## src/design/block_reduce_downsampler_macros.svh

```systemverilog
// Assertion macros shared by the block reduce downsampler modules.
// No dependencies.
`ifndef BLOCK_REDUCE_DOWNSAMPLER_MACROS_SVH
`define BLOCK_REDUCE_DOWNSAMPLER_MACROS_SVH
`ifndef NO_ASSERTIONS
`define BRD_ASSERT_IMP(label, clk, rst, a, c) \
  label: assert property (@(posedge clk) disable iff (rst) (a) |-> (c)) \
    else $error("assertion failed");
`define BRD_ASSERT_NEXT(label, clk, rst, a, c) \
  label: assert property (@(posedge clk) disable iff (rst) (a) |=> (c)) \
    else $error("assertion failed");
`else
`define BRD_ASSERT_IMP(label, clk, rst, a, c)
`define BRD_ASSERT_NEXT(label, clk, rst, a, c)
`endif
`endif

```

## src/design/brd_pkg.sv

```systemverilog
// Package for the block reduce downsampler: widths, codes, command and status structs.
// No dependencies.
package brd_pkg;
  localparam int MAX_TILE_WIDTH = 4096;
  localparam int MAX_BLOCK = 64;
  localparam int SAMPLE_BITS = 24;
  localparam int ACC_BITS = 36;
  localparam int CFG_BITS = 13;
  localparam logic [1:0] REG_TILE_WIDTH = 2'd0;
  localparam logic [1:0] REG_BLOCK_SIZE = 2'd1;
  localparam logic [1:0] REG_REDUCE_MODE = 2'd2;
  localparam logic [1:0] MODE_MAX = 2'd0;
  localparam logic [1:0] MODE_MIN = 2'd1;

  typedef struct packed {
    logic take;       // sample accepted, start read of accumulator
    logic first;      // first sample of its block
    logic emit;       // block completes with this sample
    logic bad;        // bad factor result
    logic last;
  } brd_cmd_t;

  typedef struct packed {
    logic busy;       // accumulate or divide in progress
    logic out_full;
  } brd_stat_t;
endpackage

```

## src/design/brd_ctrl.sv

```systemverilog
// Controller: tile and block position counters, block classification.
// Depends on brd_pkg and block_reduce_downsampler_macros.svh.
`include "block_reduce_downsampler_macros.svh"
module brd_ctrl #(
  parameter int MAX_TILE_WIDTH = brd_pkg::MAX_TILE_WIDTH,
  parameter int MAX_BLOCK = brd_pkg::MAX_BLOCK,
  localparam int CW = $clog2(MAX_TILE_WIDTH) > 0 ? $clog2(MAX_TILE_WIDTH) : 1,
  localparam int BW = $clog2(MAX_BLOCK) > 0 ? $clog2(MAX_BLOCK) : 1
) (
  input  logic                     clk,
  input  logic                     rst,
  input  logic                     cfg_we,
  input  logic                     cfg_busy,
  input  logic [CW:0]              w,
  input  logic [BW:0]              bs,
  input  logic                     bad_factor,
  input  logic                     in_valid,
  output logic                     in_stall,
  input  brd_pkg::brd_stat_t       stat,
  output brd_pkg::brd_cmd_t        cmd,
  output logic [CW-1:0]            oc,
  output logic [CW-1:0]            orow
);
  typedef enum logic [0:0] {S_RUN, S_WAIT} state_t;
  state_t state;
  logic [CW-1:0] in_column, in_row, bcol, brow;
  logic [BW-1:0] cib, rib;
  logic drop_tile;
  logic take, at_start, col_end, row_end, blk_col_end, blk_row_end;

  assign in_stall = (state != S_RUN) || cfg_busy || stat.busy || stat.out_full;
  assign take = in_valid && !in_stall;
  assign at_start = (in_column == '0) && (in_row == '0);
  assign col_end = ({1'b0, in_column} == w - 1'b1);
  assign row_end = ({1'b0, in_row} == w - 1'b1);
  assign blk_col_end = ({1'b0, cib} == bs - 1'b1);
  assign blk_row_end = ({1'b0, rib} == bs - 1'b1);
  assign oc = bcol;
  assign orow = brow;

  always_comb begin
    cmd = '0;
    cmd.bad = take && at_start && bad_factor;
    cmd.take = take && !cmd.bad && !drop_tile;
    cmd.first = (cib == '0) && (rib == '0);
    cmd.emit = cmd.take && blk_col_end && blk_row_end;
    cmd.last = cmd.bad || (col_end && row_end);
  end

  always_ff @(posedge clk) begin
    if (rst || cfg_we) begin
      state <= S_RUN;
      in_column <= '0;
      in_row <= '0;
      bcol <= '0;
      brow <= '0;
      cib <= '0;
      rib <= '0;
      drop_tile <= 1'b0;
    end else begin
      // the S_WAIT state after each accepted beat lets the accumulator read-modify-write finish
      unique case (state)
        S_RUN: if (take) state <= S_WAIT;
        S_WAIT: state <= S_RUN;
        default: state <= S_RUN;
      endcase
      if (take) begin
        if (cmd.bad && !(col_end && row_end)) drop_tile <= 1'b1;
        if (col_end) begin
          in_column <= '0;
          cib <= '0;
          bcol <= '0;
          if (row_end) begin
            in_row <= '0;
            rib <= '0;
            brow <= '0;
            drop_tile <= 1'b0;
          end else begin
            in_row <= in_row + 1'b1;
            if (blk_row_end) begin
              rib <= '0;
              brow <= brow + 1'b1;
            end else begin
              rib <= rib + 1'b1;
            end
          end
        end else begin
          in_column <= in_column + 1'b1;
          if (blk_col_end) begin
            cib <= '0;
            bcol <= bcol + 1'b1;
          end else begin
            cib <= cib + 1'b1;
          end
        end
      end
    end
  end

  `BRD_ASSERT_NEXT(a_gap, clk, rst, take, in_stall)
  `BRD_ASSERT_IMP(a_emit_take, clk, rst, cmd.emit, cmd.take)
  `BRD_ASSERT_IMP(a_bad_start, clk, rst, cmd.bad, at_start)
endmodule

```

## config.mk

```make
export PLATFORM = sky130hd
export DESIGN_NAME = brd_ctrl
export DESIGN_NICKNAME = d
export VERILOG_FILES = /design/src/design/brd_pkg.sv /design/src/design/brd_ctrl.sv
export VERILOG_INCLUDE_DIRS = /design/src /design/src/design
export SDC_FILE = /design/constraint.sdc
export NUM_CORES = 1
export LEC_CHECK = 0
export ABC_CLOCK_PERIOD_IN_PS = 3200
export BUFFER_PORTS_ARGS = -buffer_cell sky130_fd_sc_hd__buf_2
export CAP_MARGIN = 40
export CELL_PAD_IN_SITES_DETAIL_PLACEMENT = 1
export CELL_PAD_IN_SITES_GLOBAL_PLACEMENT = 1
export CORE_ASPECT_RATIO = 0.9
export CORE_UTILIZATION = 39
export DETAILED_ROUTE_END_ITERATION = 16
export GPL_TIMING_DRIVEN = 0
export PLACE_DENSITY_LB_ADDON = 0.1
export SLEW_MARGIN = 0
export SYNTH_ARGS = -nofsm -noshare
export SYNTH_HDL_FRONTEND = slang
export SYNTH_SLANG_ARGS = --single-unit
```

## constraint.sdc

```tcl
create_clock -name clk -period 3.2 [get_ports clk]
set_clock_uncertainty 0.05 [all_clocks]
set_input_delay 0.32 -clock clk [delete_from_list [all_inputs] [get_ports clk]]
set_output_delay 0.32 -clock clk [all_outputs]
set_load 0.02 [all_outputs]
```

Word level (Yosys, flattened, before mapping)

Index checks and enable logic that the tools add are counted.

Flip-flop bits (word level): 62
Logic and storage cells: 65
Output and inout bits: 30
Input port bits: 28

Eq/ne operators: 4
Reductions and logical operators: 29
Muxes and demuxes: 15
Bitwise logic cells: 1
Add/sub/neg operators: 8

Operators by type and width:

| kind                    | count |
|---|---|
| $mux W12                | 6 |
| $add A12 B1 Y12 const B | 4 |
| $eq A12 B13 Y1          | 2 |
| $logic_not A12 Y1       | 2 |
| $mux W6                 | 4 |
| $eq A6 B7 Y1            | 2 |
| $sub A13 B1 Y13 const B | 1 |
| $add A6 B1 Y6 const B   | 2 |
| $logic_not A6 Y1        | 2 |
| $logic_and A1 B1 Y1     | 11 |
| $sub A7 B1 Y7 const B   | 1 |
| $logic_or A1 B1 Y1      | 5 |
| $logic_not A1 Y1        | 4 |
| $mux W1                 | 4 |
| $reduce_and A2 Y1       | 2 |
| $reduce_bool A2 Y1      | 2 |
| $reduce_and A3 Y1       | 1 |
| $pmux W1 S2             | 1 |
| $not A1 Y1              | 1 |

Logic depth before layout (Yosys ltp)

Depth after elaboration: 12
Depth in mapped cells: 13

Worst setup path before layout

No wires, ideal clock.

Path type: in2out
From: input port w[0]
To: output port cmd[0] in the netlist's numbering
Data required time: 2.830 ns
Arrival time: 2.846 ns
Path buffers: 3
Cell stages on the path: 11
Path slack: -0.016 ns
Cells stage by stage: buf_6 > inv_1 > ha_1 > or3b_2 > clkbuf_1 > or3_1 > a21oi_1 > o221ai_1 > nor4_4 > clkbuf_1 > a21o_1

RTL lines:

| item               | line           | text |
|---|---|---|
| start: declaration | brd_ctrl.sv:14 | `input logic [CW:0] w,` |
| end: declaration   | brd_ctrl.sv:20 | `output brd_pkg::brd_cmd_t cmd,` |

Final worst setup path

From: input port w[1]
To: register in_row[7]

Cells in the longest elaborated chain, start to end: 3
Elaborated cells between the ends (all ways): 5
Those cells by class: add/sub (1); eq/ne (2); mux (1); reduce/logical (1)

RTL lines:

| item                                          | line                           | text |
|---|---|---|
| $sub A13 B1 Y13 *                             | brd_ctrl.sv:34, brd_ctrl.sv:35 |  |
| $eq A12 B13 Y1, on equally long branches      | brd_ctrl.sv:35, brd_ctrl.sv:34 |  |
| $mux W12 or $reduce_and A2 Y1 (tied branches) | --                             |  |
| end signal: assignment                        | brd_ctrl.sv:79                 | `in_row <= in_row + 1'b1;` |
| end: declaration                              | brd_ctrl.sv:26                 | `logic [CW-1:0] in_column, in_row, bcol, brow;` |

Every way passes the cells marked *; elsewhere a longest branch is shown, timed or not.
A chain may end at the register's enable or synchronous reset.

==> impl_metrics.tcl <==
set metrics [dict create \
    cp-end-kind "flip-flop" \
    synth_compound_area_share_pct 12.8 \
    cts-root-buf "clkbuf_16" \
    worstPathRequired_ns 3.36 \
    vias_per_cell 5.66 \
    htree_levels 3 \
    core-area_um2 10200 \
    synth_cells 503 \
    cts_buffers 9 \
    area_growth_pct 19.2 \
    synth_common_cells "dfxtp_1 (62), nor2_1 (60), xor2_1 (44)" \
    die-area_um2 10900 \
    power_mw 1.80 \
    drv_cap 0 \
    synth-simple-area-share_pct 29.0 \
    syn-num-nets 543 \
    gp_congestion 0.840 \
    start_util_pct 40.0 \
    leakage_nw 1.89 \
    grt_pass1_wl_mm 20.5 \
    cts.path.max_buffers 2 \
    synth_area_um2 4080 \
    drtIter0Drc 171 \
    crit_arrival_ns 3.20 \
    hold_start "drop_tile" \
    synthAdderAreaFrac_pct 3.68 \
    synth_edf_count 0 \
    grt_pass1_vias 4069 \
    cts_num_sinks 62 \
    synth_area_leader_cell "dfxtp_1" \
    setup-tns-final_ns 0 \
    reg2reg_slack_ns 0.34 \
    ant_nets 0 \
    antenna_cells 0 \
    r2r_cells 10 \
    finalHoldViolCount 0 \
    cts_tree "built" \
    hpwl_mm 9.41 \
    synth.area.mux_share_pct 0.521 \
    drv_slew 0 \
    dp.cells 683 \
    synth_most_common_cell "dfxtp_1" \
    post-route-period-util_pct 95.2 \
    drt_pass1_iterations 4 \
    hold_slack_ns 0.425 \
    remaining_drc_errors 0 \
    postPlaceCellArea_um2 4500 \
    wl_per_cell_um 17.8 \
    grt_max_degree 11 \
    io_buffers 51 \
    start_kind "input pin" \
    yosysWarnings 0 \
    crit_fanout 10 \
    status "finished, final reports clean" \
    ir_drop_uv 349 \
    netlist.area_leader.share_pct 30.4 \
    min_path_cells 2 \
    synthXorXnorAreaFrac_pct 18.4 \
    cts_hold_buf 0 \
    die_x_um 110 \
    finalWirelength_mm 12.5 \
    min_period_ns 3.05 \
    synth_ff_type "dfxtp_1" \
    max_slew_margin_pct 46.7 \
    grt_antenna_before_repair 0 \
    clkSlewWorstSetupHoldPaths_ns 0.05 \
    regToRegEndpoint "in_row[7]" \
    synthArstFlopShare_pct 0 \
    io_pins 58 \
    min_path_type "flip-flop to flip-flop" \
    nets 610 \
    die_y_um 99.1 \
    layout-drive-gt1-share_pct 17.1 \
    rows 35 \
    fmaxAchievable_mhz 328 \
    grtUsageTotal_pct 24.5 \
    r2r_start "in_column[6]" \
    synth_area_per_cell_um2 8.12 \
    ys_ff_latch 62 \
    final_area_um2 4870 \
    whs_endpoint "drop_tile" \
    synth_top_family_by_area "simple AND/OR/NAND/NOR gates" \
    overflow 0 \
    final_cells 702 \
    setup_viol 0 \
    crit_type "input pin to flip-flop" \
    ys_types 56 \
    vias 3970 \
    yosysSeqAreaShare_pct 30.4 \
    worstSkewPairLatency_ns 0.33 \
    worstMarginPinSlew_ns 0.792 \
    powerDensity_nw_per_um2 371 \
    synth_area_leaders "dfxtp_1 (30%), xor2_1 (9.4%), nor2_1 (5.5%)" \
]
## cell families after synthesis
group,Yosys count
muxes,2
buffers and inverters,49
xor gates and xnor gates,75
adders and majority gates,12
AOI/OAI and AO/OA,81
and+or+nand+nor,222
DFF,62
## area by class of cell
type	count	area (um2)
Timing Repair Buffer	57	300
Clock inverter	2	10.0
Fill cell	1250	5340
Tap cell	129	161
Multi-Input combinational cell	392	2680
Buffer	26	141
Inverter	22	82.6
Sequential cell	62	1240
Clock buffer	12	246
## where the power goes
part	total, mW	switching (mW)	internal [mW]
Combinational	0.164	0.100	0.0634
Sequential	0.774	0.000679	0.773
Clock	0.866	0.332	0.533
Total	1.80	0.433	1.37
## placed cells by master, fill, tap and decap left out, drive strengths merged, types with 2 or more instances in the layout
cell type and instances:
buf 65, nand3b 5, xnor3 7, nand2 32, o21a 2, xnor2 24
o211ai 4, xor2 44, and4b 2, nand4 22, inv 22, o41ai 2
o2111ai 5, nor3b 2, a211oi 2, and3 17, nor2b 2, o21ai 23
clkbuf 30, nor2 60, a311oi 3, o221ai 2, ha 12, nand3 18
nand2b 6, nor4 17, or2 2, clkinv 2, dfxtp 62, or4 5
and2 3, o31a 4, or3 9, a21oi 27, and4 2, nor3 16
## state kept, by name, summed over array words and instances (netlist names)
register,cells
rib,6
state,1
drop_tile,1
oc,12
in_column,12
cib,6
orow,12
in_row,12
## repair_timing
| action | in CTS | in global routing |
|---|---|---|
| setup endpoints to repair | 35 | 43 |
| resized for setup | 6 | 15 |
| pin swaps | 1 | 2 |
| setup buffers | 2 | 4 |
## metal layers
metal / global-route usage [%] / part of all wire [%] / vias up
met5: 0 / 0 / -
met4: 7.38 / 1.0 / 0
met3: 5.75 / 3.3 / 12
met2: 38.5 / 46 / 65
met1: 33.1 / 49 / 1970
li1: - / - / 1923
## per-stage QoR
step           util, %  worst slack [ns]
5_1_grt           47.7        -0.0000877
4_1_cts           47.0            0.0282
3_5_place_dp      44.1            -0.623
2_1_floorplan        -           0.00323
6_report          47.7             0.154
3_3_place_gp      44.1            -0.596
## worst max-delay path: stages
cell and delay (ns):
buf_2 0.15, nor4_2 0.73, nand3_1 0.17, a211oi_1 0.33
o2111ai_2 0.28, or3_1 0.43, buf_6 0.16, clkbuf_1 0.25
o31ai_1 0.29, a21oi_1 0.09
## worst max-delay path by stage
stage | slack, ns | startpoint | endpoint
after floorplan | 0.003 | w[0] | in_row[7]
after global placement | -0.60 | w[1] | orow[10]
after detailed placement | -0.62 | w[1] | orow[9]
after CTS | 0.03 | state | cmd[2]
after global routing | -0.00009 | w[3] | in_row[7]
final | 0.15 | w[1] | in_row[7]
Note: power is estimated with default switching activity, not from simulation.
